$ cat config.mk
export PLATFORM = sky130hd
export DESIGN_NAME = page_cache_directory
export DESIGN_NICKNAME = d
export VERILOG_FILES = /design/src/hw/rtl/pcd_pkg.sv /design/src/hw/rtl/pcd_match.sv /design/src/hw/rtl/pcd_victim.sv /design/src/hw/rtl/page_cache_directory.sv
export SDC_FILE = /design/constraint.sdc
export NUM_CORES = 1
export LEC_CHECK = 0
export BUFFER_PORTS_ARGS = -buffer_cell sky130_fd_sc_hd__clkbuf_2
export CORE_ASPECT_RATIO = 0.7
export CORE_MARGIN = 3
export CORE_UTILIZATION = 59
export DETAILED_ROUTE_END_ITERATION = 10
export PLACE_DENSITY_LB_ADDON = 0.15
export SYNTH_ARGS = -nofsm -noshare
export SYNTH_HDL_FRONTEND = slang
export SYNTH_HIERARCHICAL = 1
export SYNTH_SLANG_ARGS = --single-unit
$ cat constraint.sdc
create_clock -name clk -period 12 [get_ports clk]
set_clock_uncertainty 0.1 [all_clocks]
set_input_delay 2.4 -clock clk [delete_from_list [all_inputs] [get_ports clk]]
set_output_delay 2.4 -clock clk [all_outputs]
set_load 0.05 [all_outputs]
$ cat src/hw/rtl/pcd_pkg.sv
`default_nettype none
package pcd_pkg;

  localparam int DEF_CACHE_ENTRIES = 8;
  localparam int DEF_PAGE_BITS     = 16;

  localparam int OPCODE_W     = 2;
  localparam int PAGE_FIELD_W = 16;
  localparam int SLOT_W       = 3;

  typedef enum logic [OPCODE_W-1:0] {
    OP_ACCESS = 2'd0,
    OP_PROBE  = 2'd1,
    OP_FLUSH  = 2'd2
  } opcode_t;

endpackage
`default_nettype wire

$ cat src/hw/rtl/pcd_match.sv
`default_nettype none
// Tag compare across all entries plus a search for the lowest unused slot.
module pcd_match #(
  parameter int CACHE_ENTRIES = pcd_pkg::DEF_CACHE_ENTRIES,
  parameter int PAGE_BITS     = pcd_pkg::DEF_PAGE_BITS,
  localparam int IDX_W        = $clog2(CACHE_ENTRIES)
) (
  input  wire logic                 entry_valid [CACHE_ENTRIES],
  input  wire logic [PAGE_BITS-1:0] entry_page  [CACHE_ENTRIES],
  input  wire logic [PAGE_BITS-1:0] page,
  output logic                      hit,
  output logic [IDX_W-1:0]          hit_idx,
  output logic                      any_free,
  output logic [IDX_W-1:0]          free_idx
);

  logic [CACHE_ENTRIES-1:0] match;

  always_comb begin
    for (int i = 0; i < CACHE_ENTRIES; i++) begin
      match[i] = entry_valid[i] && (entry_page[i] == page);
    end
  end

  // Scanning from the top down leaves the lowest matching or free index.
  always_comb begin
    hit      = 1'b0;
    hit_idx  = '0;
    any_free = 1'b0;
    free_idx = '0;
    for (int i = CACHE_ENTRIES - 1; i >= 0; i--) begin
      if (match[i]) begin
        hit     = 1'b1;
        hit_idx = IDX_W'(i);
      end
      if (!entry_valid[i]) begin
        any_free = 1'b1;
        free_idx = IDX_W'(i);
      end
    end
  end

endmodule
`default_nettype wire

$ cat src/hw/rtl/pcd_victim.sv
`default_nettype none
// Balanced compare tree that finds the entry furthest from the requested page.
// The right branch only wins on a strictly larger distance, so ties go to the
// lower index.
module pcd_victim #(
  parameter int CACHE_ENTRIES = pcd_pkg::DEF_CACHE_ENTRIES,
  parameter int PAGE_BITS     = pcd_pkg::DEF_PAGE_BITS,
  localparam int IDX_W        = $clog2(CACHE_ENTRIES)
) (
  input  wire logic [PAGE_BITS-1:0] entry_page [CACHE_ENTRIES],
  input  wire logic [PAGE_BITS-1:0] page,
  output logic [IDX_W-1:0]          victim_idx,
  output logic [PAGE_BITS-1:0]      victim_page
);

  localparam int LEAVES = 1 << IDX_W;

  logic                 node_live [1:2*LEAVES-1];
  logic [PAGE_BITS-1:0] node_dist [1:2*LEAVES-1];
  logic [IDX_W-1:0]     node_idx  [1:2*LEAVES-1];
  logic [PAGE_BITS-1:0] node_page [1:2*LEAVES-1];

  for (genvar i = 0; i < LEAVES; i++) begin : g_leaf
    if (i < CACHE_ENTRIES) begin : g_real
      assign node_live[LEAVES+i] = 1'b1;
      assign node_dist[LEAVES+i] = (entry_page[i] >= page) ? (entry_page[i] - page)
                                                           : (page - entry_page[i]);
      assign node_page[LEAVES+i] = entry_page[i];
    end else begin : g_pad
      assign node_live[LEAVES+i] = 1'b0;
      assign node_dist[LEAVES+i] = '0;
      assign node_page[LEAVES+i] = '0;
    end
    assign node_idx[LEAVES+i] = IDX_W'(i);
  end

  for (genvar k = 1; k < LEAVES; k++) begin : g_node
    logic take_right;
    assign take_right = node_live[2*k+1] &&
                        (!node_live[2*k] || (node_dist[2*k+1] > node_dist[2*k]));
    assign node_live[k] = node_live[2*k] || node_live[2*k+1];
    assign node_dist[k] = take_right ? node_dist[2*k+1] : node_dist[2*k];
    assign node_idx[k]  = take_right ? node_idx[2*k+1]  : node_idx[2*k];
    assign node_page[k] = take_right ? node_page[2*k+1] : node_page[2*k];
  end

  assign victim_idx  = node_idx[1];
  assign victim_page = node_page[1];

endmodule
`default_nettype wire

$ cat src/hw/rtl/page_cache_directory.sv
`default_nettype none
// Fully associative page directory with furthest-distance replacement. A
// request is taken into an input register, resolved by a parallel tag
// compare and a distance compare tree, and its result is held in an output
// register, loaded from the input register when it is empty or being read;
// one request is taken every cycle while the result side keeps up. The
// directory state is updated in the same cycle the result is registered, so a
// request always sees every update of the request before it. Unused opcode
// values produce an all-zero result and change nothing.
module page_cache_directory #(
  parameter int CACHE_ENTRIES = pcd_pkg::DEF_CACHE_ENTRIES,
  parameter int PAGE_BITS     = pcd_pkg::DEF_PAGE_BITS
) (
  input  wire logic                             clk,
  input  wire logic                             rst_n,
  input  wire logic                             in_valid,
  output logic                                  in_ready,
  input  wire logic [pcd_pkg::OPCODE_W-1:0]     in_opcode,
  input  wire logic [pcd_pkg::PAGE_FIELD_W-1:0] in_page_number,
  input  wire logic                             in_load_ok,
  output logic                                  out_valid,
  input  wire logic                             out_ready,
  output logic                                  out_hit,
  output logic [pcd_pkg::SLOT_W-1:0]            out_slot,
  output logic                                  out_evicted_valid,
  output logic [pcd_pkg::PAGE_FIELD_W-1:0]      out_evicted_page
);

  localparam int IDX_W  = $clog2(CACHE_ENTRIES);
  localparam int SLOT_W = pcd_pkg::SLOT_W;
  localparam int PF_W   = pcd_pkg::PAGE_FIELD_W;

  // Input register
  logic                             s1_valid_r;
  logic [pcd_pkg::OPCODE_W-1:0]     s1_opcode_r;
  logic [PF_W-1:0]                  s1_page_r;
  logic                             s1_load_ok_r;

  // Directory state
  logic                 entry_valid_r   [CACHE_ENTRIES];
  logic                 entry_valid_nxt [CACHE_ENTRIES];
  logic [PAGE_BITS-1:0] entry_page_r    [CACHE_ENTRIES];
  logic [PAGE_BITS-1:0] entry_page_nxt  [CACHE_ENTRIES];

  // Result register
  logic              out_valid_r;
  logic              out_hit_r,  out_hit_nxt;
  logic [SLOT_W-1:0] out_slot_r, out_slot_nxt;
  logic              out_ev_valid_r, out_ev_valid_nxt;
  logic [PF_W-1:0]   out_ev_page_r,  out_ev_page_nxt;

  logic                 s1_advance;
  logic [PAGE_BITS-1:0] page;
  logic                 hit;
  logic [IDX_W-1:0]     hit_idx;
  logic                 any_free;
  logic [IDX_W-1:0]     free_idx;
  logic [IDX_W-1:0]     victim_idx;
  logic [PAGE_BITS-1:0] victim_page;
  logic [IDX_W-1:0]     fill_idx;

  assign s1_advance = s1_valid_r && (!out_valid_r || out_ready);
  assign in_ready   = !s1_valid_r || s1_advance;
  assign page       = PAGE_BITS'(s1_page_r);
  assign fill_idx   = any_free ? free_idx : victim_idx;

  pcd_match #(
    .CACHE_ENTRIES (CACHE_ENTRIES),
    .PAGE_BITS     (PAGE_BITS)
  ) u_match (
    .entry_valid (entry_valid_r),
    .entry_page  (entry_page_r),
    .page        (page),
    .hit         (hit),
    .hit_idx     (hit_idx),
    .any_free    (any_free),
    .free_idx    (free_idx)
  );

  pcd_victim #(
    .CACHE_ENTRIES (CACHE_ENTRIES),
    .PAGE_BITS     (PAGE_BITS)
  ) u_victim (
    .entry_page  (entry_page_r),
    .page        (page),
    .victim_idx  (victim_idx),
    .victim_page (victim_page)
  );

  always_comb begin
    entry_valid_nxt  = entry_valid_r;
    entry_page_nxt   = entry_page_r;
    out_hit_nxt      = 1'b0;
    out_slot_nxt     = '0;
    out_ev_valid_nxt = 1'b0;
    out_ev_page_nxt  = '0;
    unique case (s1_opcode_r)
      pcd_pkg::OP_ACCESS: begin
        if (hit) begin
          out_hit_nxt  = 1'b1;
          out_slot_nxt = SLOT_W'(hit_idx);
        end else begin
          out_slot_nxt              = SLOT_W'(fill_idx);
          entry_page_nxt[fill_idx]  = page;
          entry_valid_nxt[fill_idx] = s1_load_ok_r;
          // With no free slot the victim is always a valid entry.
          if (!any_free) begin
            out_ev_valid_nxt = 1'b1;
            out_ev_page_nxt  = PF_W'(victim_page);
          end
        end
      end
      pcd_pkg::OP_PROBE: begin
        if (hit) begin
          out_hit_nxt  = 1'b1;
          out_slot_nxt = SLOT_W'(hit_idx);
        end
      end
      pcd_pkg::OP_FLUSH: begin
        for (int i = 0; i < CACHE_ENTRIES; i++) begin
          entry_valid_nxt[i] = 1'b0;
        end
      end
      default: begin
      end
    endcase
  end

  always_ff @(posedge clk) begin
    if (!rst_n) begin
      s1_valid_r  <= 1'b0;
      out_valid_r <= 1'b0;
      for (int i = 0; i < CACHE_ENTRIES; i++) begin
        entry_valid_r[i] <= 1'b0;
      end
    end else begin
      if (in_ready) begin
        s1_valid_r <= in_valid;
      end
      if (s1_advance) begin
        out_valid_r   <= 1'b1;
        entry_valid_r <= entry_valid_nxt;
      end else if (out_ready) begin
        out_valid_r <= 1'b0;
      end
    end
  end

  always_ff @(posedge clk) begin
    if (in_ready && in_valid) begin
      s1_opcode_r  <= in_opcode;
      s1_page_r    <= in_page_number;
      s1_load_ok_r <= in_load_ok;
    end
    if (s1_advance) begin
      entry_page_r   <= entry_page_nxt;
      out_hit_r      <= out_hit_nxt;
      out_slot_r     <= out_slot_nxt;
      out_ev_valid_r <= out_ev_valid_nxt;
      out_ev_page_r  <= out_ev_page_nxt;
    end
  end

  assign out_valid         = out_valid_r;
  assign out_hit           = out_hit_r;
  assign out_slot          = out_slot_r;
  assign out_evicted_valid = out_ev_valid_r;
  assign out_evicted_page  = out_ev_page_r;

endmodule
`default_nettype wire

==> qor.txt, run 1 <==
TIMING
--------------------------------------------------------------------------------------------------
Maximum operating frequency                                                             0.0871 GHz
Tmin final                                                                                11.48 ns
Final number of max-transition violations                                                        0
Fin worst setup slack                                                                     0.521 ns
RSZ-0062 raised after global routing                                                            no
Worst slew margin                                                                            18.5%
Final Hold Vio Count                                                                             0
Worst-margin pin slew                                                                      1.21 ns
Final worst-path cycle share                                                                 95.7%
Setup-violating endpoint count in the final report                                               0

POWER AND IR DROP
--------------------------------------------------------------------------------------------------
Proportion of power drawn by combinational gates                                             62.6%
Total chip power                                                                         0.00353 W
Part of the power in the clock network                                                       17.7%
Power density relative to cell area                                                     139 mW/mm²
Internal Power                                                                           0.00181 W
Sw Pwr                                                                                   0.00172 W
Switching power share of the total                                                           48.6%
Static Leak                                                                                11.5 nW
Sequential cell fraction of total power                                                      19.7%
Worst vdd rail ir drop                                                                  0.000112 V

HOLD PATH
--------------------------------------------------------------------------------------------------
Worst hold-check path type                                                              reg -> reg

FINISH
--------------------------------------------------------------------------------------------------
Multi-input gate area in the final layout                                               0.0171 mm²
Area growth from synthesis to layout                                                         6.81%
Register cell area after layout                                                        0.00525 mm²
Core utilization of the finished layout                                                      64.9%
Proportion of layout cells with a drive suffix above 1                                       9.10%
Number of nets in the final layout                                                            3152
Final standard cell area without fillers                                                0.0254 mm²
Fillers                                                                                       3300

GLOBAL ROUTING
--------------------------------------------------------------------------------------------------
First-pass GRT wire length                                                                  133 mm
Global routing usage summed across all routing layers                                        41.7%
Vias in the first global route                                                               20800
Antenna violations before repair                                                                 4
Total congestion overflow after global routing                                                   0
Pin count of the biggest net entering global routing                                            43

SETUP PATH
--------------------------------------------------------------------------------------------------
Setup CP Type                                                                           reg -> reg
Largest fanout of any net on the critical path                                                  31
Family of cells with the greatest summed delay on the critical path                   compound AO/OA/AOI/OAI gates
Critical path data required time                                                          12.04 ns
Crit path max-delay cell type                                                              mux2i_1
Sort of element at the end of the critical path                                               flop
WP data arrival                                                                           11.52 ns
Cell mode on critical path                                                                   buf_4
Delay of the slowest critical-path stage                                                   0.55 ns
CP Buf/Inv Count                                                                                 9
Kind of start point of the critical path                                                      flop

DIE
--------------------------------------------------------------------------------------------------
Width of the die                                                                            246 µm
Total core area                                                                         0.0391 mm²
# IOs                                                                                           46
Die area                                                                                0.0428 mm²
Vertical die dimension                                                                      174 µm
Effective utilization at floorplan                                                           60.8%
Number of placement rows                                                                        60

SYNTH
--------------------------------------------------------------------------------------------------
Share of synthesized cell area in and, or, nand and nor gates                                12.1%
Syn Nets                                                                                      3139
Synth Cell Area                                                                         0.0238 mm²
XOR/XNOR Fraction of Synth Area                                                              8.92%
Proportion of synthesized area in mux cells                                                  7.40%
Average size of a mapped cell                                                             8.66 µm²
Combinational family with the most area after synthesis                               compound AO/OA/AOI/OAI gates
Cells after Synth                                                                             2744
Number of enable-type register cells in the synthesized netlist                                168
Register bit count reported by yosys                                                           178
Adder-Cell Fraction of Synth Area                                                            20.1%
Warning count from the yosys run                                                                 6
Post-synthesis compound-gate area fraction                                                   22.8%
Async SR Flop Fraction                                                                          0%
Fraction of the yosys area taken by sequential cells                                         22.1%
Library cells used by synthesis                                                                 88
Dominant register cell in the synthesized netlist                                         edfxtp_1

DRT
--------------------------------------------------------------------------------------------------
Post-route DRC                                                                                   0
Number of detailed-routing iterations run before antenna repair                                  8
Avg WL per Cell                                                                            28.0 µm
Starting DRC count in detailed routing                                                        3560
Number of vias per cell                                                                       6.90
Aggregate routed wire length                                                               92.2 mm
Total vias in the final route                                                                22700
Post-detailed-route count of antenna-violating nets                                              0

CLOCK NETWORK
--------------------------------------------------------------------------------------------------
Clock sink count                                                                               178
Number of clock buffers inserted by TritonCTS                                                   17
CTS tree                                                                                     built
Clock buffer depth                                                                               2
Clock transition time at the flip-flop clock pins of the worst setup and hold paths        0.08 ns
H-tree levels                                                                                    4
Clk Latency, worst-skew pair                                                               0.46 ns
CTS root buf                                                                             clkbuf_16
Hold bufs inserted after CTS                                                                     0

PLACE
--------------------------------------------------------------------------------------------------
Post-DP HPWL                                                                               71.5 mm
Worst Setup Slack post-DPL                                                                0.459 ns
Dpl cell area                                                                           0.0246 mm²
Number of input and output port buffers inserted                                                45
Gpl congestion                                                                                1.13

RUN
--------------------------------------------------------------------------------------------------
Number of max-cap violations                                                                     0

STATUS
--------------------------------------------------------------------------------------------------
Outcome                                                                               complete, no violations

-- state kept, by name, summed over array words and instances, names as in the netlist --
register           count
out_evicted_page      16
entry_page_r         128
out_hit                1
page                  16
s1_valid_r             1
s1_opcode_r            2
entry_valid_r          8
s1_load_ok_r           1
out_valid              1
out_slot               3
out_evicted_valid      1
-- Yosys cell counts (9+ instances only) --
master | n | area, µm²
ha_1 | 356 | 4450
a22o_1 | 17 | 149
buf_6 | 10 | 113
nand4_1 | 63 | 394
a211oi_1 | 55 | 413
a31oi_1 | 27 | 169
mux2_2 | 43 | 484
o21ai_0 | 163 | 816
o211ai_1 | 21 | 158
o31ai_1 | 13 | 97.6
nand2_1 | 164 | 616
edfxtp_1 | 168 | 5040
inv_1 | 257 | 965
nor2b_1 | 28 | 175
o21a_1 | 36 | 270
a221oi_1 | 9 | 78.8
a21o_1 | 128 | 961
nor4_1 | 14 | 87.6
mux2i_1 | 120 | 1200
fa_1 | 16 | 320
dfxtp_1 | 10 | 200
o21bai_1 | 23 | 173
xor2_1 | 64 | 561
nand2b_1 | 10 | 62.6
clkbuf_1 | 71 | 267
nand3_1 | 42 | 210
nor2_1 | 132 | 495
nor3_1 | 36 | 180
a211o_1 | 20 | 175
buf_2 | 27 | 135
and2_1 | 29 | 181
a21oi_1 | 225 | 1130
xnor2_1 | 178 | 1560
-- metrics by stage --
step           TNS [ns]  hold WS (ns)  cells
2_1_floorplan    -20.62         0.373   2744
3_3_place_gp          0         0.411   3262
3_5_place_dp          0         0.416   3262
4_1_cts               0         0.431   3294
5_1_grt               0         0.477   3297
6_report              0         0.435   3299
-- final cells by class --
cell class / instances / share of cell area [%]
Multi-Input combinational cell: 2186 / 67.3
Sequential cell: 178 / 20.7
Inverter: 257 / 3.83
Timing Repair Buffer: 117 / 3.14
Tap cell: 527 / 2.60
Clock buffer: 17 / 1.68
Clock inverter: 15 / 0.813
Antenna cell: 2 / 0.0197
-- final timing paths --
path,to,start,depth (start not counted),slack [ns]
max,entry_page_r[62]$_DFFE_PP_,page[4]$_DFFE_PP_,48,0.52
min,entry_valid_r[4]$_SDFFE_PN0P_,entry_valid_r[4]$_SDFFE_PN0P_,2,0.44
max reg2reg,entry_page_r[62]$_DFFE_PP_,page[4]$_DFFE_PP_,48,0.52
min reg2reg,entry_valid_r[4]$_SDFFE_PN0P_,entry_valid_r[4]$_SDFFE_PN0P_,2,0.44
-- tightest hold or removal path, cell delays in order, from the launching register on --
cell and delay, ns:
dfxtp_1 0.36, nand2_1 0.07, mux2i_1 0.06
-- layout by cell type (no fill, tap or decap), types with 8 or more instances in the layout --
cell type and n:
a211o_1 19, a211oi_1 55, a21o_1 128, a21oi_1 222, a221oi_1 8, a22o_1 17
a31oi_1 26, and2_1 29, buf_4 68, clkbuf_16 17, clkbuf_2 45, dfxtp_1 10
edfxtp_1 168, fa_1 16, ha_1 356, inv_1 255, mux2_2 43, mux2i_1 115
nand2_1 163, nand2b_1 10, nand3_1 42, nand4_1 63, nor2_1 126, nor2b_1 27
nor3_1 36, nor4_1 14, o211ai_1 21, o21a_1 36, o21ai_0 161, o21bai_1 23
o31a_1 8, o31ai_1 13, xnor2_1 176, xor2_1 63
-- timing repair --
| action | 4_1_cts | 5_1_grt |
|---|---|---|
| setup endpoints to repair | 0 | 141 |
| buffers inserted | 0 | 3 |
| resized for setup | 0 | 22 |
-- power groups by stage --
stage | Combinational [W] | Clock (W) | Sequential (W)
after floorplan | 0.00138 | 0 | 0.000728
after global placement | 0.00203 | 0 | 0.000709
after detailed placement | 0.00206 | 0 | 0.000710
after CTS | 0.00208 | 0.000619 | 0.000696
after global routing | 0.00231 | 0.000643 | 0.000697
final | 0.00221 | 0.000624 | 0.000697
-- metal layers --
layer,share of wire [%],GRT usage (%),vias to the layer above
li1,-,-,9992
met1,40,57.0,10800
met2,39,57.4,1676
met3,15,17.7,276
met4,4.7,17.0,14
met5,0.37,2.04,-
-- logic make-up after synthesis --
logic type                 count (synthesis)
buffers and inverters                    380
muxes                                    168
and+or+nand+nor                          570
adders and majority gates                372
DFF                                      178
AOI/OAI and AO/OA                        834
xor gates and xnor gates                 242
Power figures use the tool's default switching activity.
==> run 2: changes to the inputs <==
--- a/config.mk
+++ b/config.mk
@@ -6,9 +6,11 @@
 export NUM_CORES = 1
 export LEC_CHECK = 0
 export BUFFER_PORTS_ARGS = -buffer_cell sky130_fd_sc_hd__clkbuf_2
+export CELL_PAD_IN_SITES_DETAIL_PLACEMENT = 1
+export CELL_PAD_IN_SITES_GLOBAL_PLACEMENT = 1
 export CORE_ASPECT_RATIO = 0.7
 export CORE_MARGIN = 3
-export CORE_UTILIZATION = 59
+export CORE_UTILIZATION = 30
 export DETAILED_ROUTE_END_ITERATION = 10
 export PLACE_DENSITY_LB_ADDON = 0.15
 export SYNTH_ARGS = -nofsm -noshare
==> run 2 against run 1 <==
  * Register-to-register slack got worse by 0.08 ns
  * Sequential share of layout area fell by 0.64 points
  * Die area rose by 93%
  * Utilization fell by 31 points
  * Via count fell by 3.7%
  * Largest power group unchanged
==> qor.txt, run 2 (synthesized netlist as in run 1, its figures left out) <==
STATUS
--------------------------------------------------------------------------------------------------
Outcome                                                                               complete, no violations

POWER AND IR DROP
--------------------------------------------------------------------------------------------------
Static Leak                                                                                11.6 nW
Power density relative to cell area                                                     141 mW/mm²
Total chip power                                                                         0.00368 W
Worst vdd rail ir drop                                                                  0.000136 V

FINISH
--------------------------------------------------------------------------------------------------
Most frequent standard cell in the layout excluding fill and tap cells                        ha_1
Area growth from synthesis to layout                                                         10.3%
Proportion of layout cells with a drive suffix above 1                                       9.80%
Core utilization of the finished layout                                                      33.8%
Number of nets in the final layout                                                            3169
Most flops, register                                                                  entry_page_r
Most frequent cells in the layout                                                     ha_1 (355), inv_1 (254), a21oi_1 (222), xnor2_1 (177), edfxtp_1 (168)
Number of flip-flops in the largest register                                                   128
Fillers                                                                                       9176

TIMING
--------------------------------------------------------------------------------------------------
Worst slew margin                                                                            13.4%
Setup-violating endpoint count in the final report                                               0
Maximum operating frequency                                                             0.0865 GHz
Tmin final                                                                                11.56 ns
Worst-margin pin slew                                                                      1.29 ns
Final number of max-transition violations                                                        0
Final worst-path cycle share                                                                 96.3%
Final Hold Vio Count                                                                             0
Tightest hold margin                                                                      0.449 ns

SETUP PATH
--------------------------------------------------------------------------------------------------
Largest fanout of any net on the critical path                                                  46
Delay of the slowest critical-path stage                                                   0.66 ns
WP data arrival                                                                           11.69 ns
Kind of start point of the critical path                                                      flop
Sort of element at the end of the critical path                                               flop
Critical path data required time                                                          12.14 ns
Crit path max-delay cell type                                                             a211oi_1
Worst R2R Path Depth                                                                            46
Setup CP Type                                                                           reg -> reg

PLACE
--------------------------------------------------------------------------------------------------
Gpl congestion                                                                               0.935
Number of input and output port buffers inserted                                                45
Post-DP HPWL                                                                               88.6 mm

DIE
--------------------------------------------------------------------------------------------------
Width of the die                                                                            342 µm
Die area                                                                                0.0827 mm²
# IOs                                                                                           46
Effective utilization at floorplan                                                           30.6%
Total core area                                                                         0.0776 mm²
Number of placement rows                                                                        85
Vertical die dimension                                                                      242 µm

DRT
--------------------------------------------------------------------------------------------------
Total vias in the final route                                                                21900
Post-route DRC                                                                                   0
Number of detailed-routing iterations run before antenna repair                                  5
Wire length on met3                                                                        9.49 mm
Aggregate routed wire length                                                                111 mm
Avg WL per Cell                                                                            28.9 µm
M1 WL                                                                                      56.0 mm
Number of vias per cell                                                                       5.71
Starting DRC count in detailed routing                                                        2303
Max Used Layer                                                                                met5
Post-detailed-route count of antenna-violating nets                                              0
Routed length on met2                                                                      42.9 mm

RUN
--------------------------------------------------------------------------------------------------
Number of max-cap violations                                                                     0

GLOBAL ROUTING
--------------------------------------------------------------------------------------------------
First-pass GRT wire length                                                                  158 mm
Total congestion overflow after global routing                                                   0
Antenna violations before repair                                                                 5
Global routing usage summed across all routing layers                                        26.0%
Vias in the first global route                                                               21700
Pin count of the biggest net entering global routing                                            47

CLOCK NETWORK
--------------------------------------------------------------------------------------------------
CTS tree                                                                                     built
Clock buffer depth                                                                               2
CTS root buf                                                                             clkbuf_16
Clock transition time at the flip-flop clock pins of the worst setup and hold paths        0.08 ns
H-tree levels                                                                                    4
Clk Latency, worst-skew pair                                                               0.48 ns
Clock sink count                                                                               178
Number of clock buffers inserted by TritonCTS                                                   17

HOLD PATH
--------------------------------------------------------------------------------------------------
Number of stages on the worst hold path                                                          2
Worst hold-check path type                                                              reg -> reg

## run 2: power by group
| part | total (W) | internal [W] | switching, W |
|---|---|---|---|
| sequential | 0.000696 | 0.000688 | 0.00000842 |
| combinational | 0.00238 | 0.000832 | 0.00155 |
| clock | 0.000607 | 0.000301 | 0.000305 |
| total | 0.00368 | 0.00182 | 0.00186 |
## run 2: layer usage
layer / global-route usage [%] / up-vias
li1: - / 10000
met1: 40.2 / 11000
met2: 35.2 / 789
met3: 6.85 / 94
met4: 5.42 / 2
met5: 1.62 / -
## run 2: through the flow
stage               TNS, ns  worst slack [ns]  cells  instance area (µm²)
floorplan            -20.62            -0.246   2744                23800
global placement          0             0.241   3797                25400
detailed placement        0             0.108   3797                25400
CTS                       0            0.0840   3829                26000
global route        -0.0915          -0.00987   3831                26200
finish                    0             0.444   3834                26200
## run 2: worst paths after layout
path,slack [ns],end,from
max,0.44,out_evicted_page[8]$_SDFFCE_PP0P_,page[9]$_DFFE_PP_
max reg2reg,0.44,out_evicted_page[8]$_SDFFCE_PP0P_,page[9]$_DFFE_PP_
min reg2reg,0.45,entry_valid_r[6]$_SDFFE_PN0P_,entry_valid_r[6]$_SDFFE_PN0P_
min,0.45,entry_valid_r[6]$_SDFFE_PN0P_,entry_valid_r[6]$_SDFFE_PN0P_
## run 2: timing repair
action / CTS / global route
endpoints found under the setup margin: 0 / 155
gates resized for setup: 0 / 35
hold buffers: 0 / 0
buffers inserted: 0 / 2
## run 2: final cells by class
type / count / area [µm²] / share of cell area [%]
multi-input cells: 2186 / 17100 / 65.3
flip-flops and latches: 178 / 5250 / 20.0
well taps: 1044 / 1310 / 4.98
inverters: 257 / 972 / 3.71
repair buffers: 134 / 940 / 3.58
clock buffers: 17 / 425 / 1.62
clock inverters: 15 / 188 / 0.716
diodes: 3 / 7.51 / 0.0286
## run 2: critical path, delay by kind of cell (launching register included)
kind | cells | cell delay, ns
XOR/XNOR | 1 | 0.18
flip-flops | 1 | 0.40
AND/OR/NAND/NOR | 11 | 1.80
buffers and inverters | 7 | 1.73
adder cells (fa/ha/maj) | 4 | 1.24
multiplexers | 3 | 1.27
AO/OA/AOI/OAI | 20 | 4.55
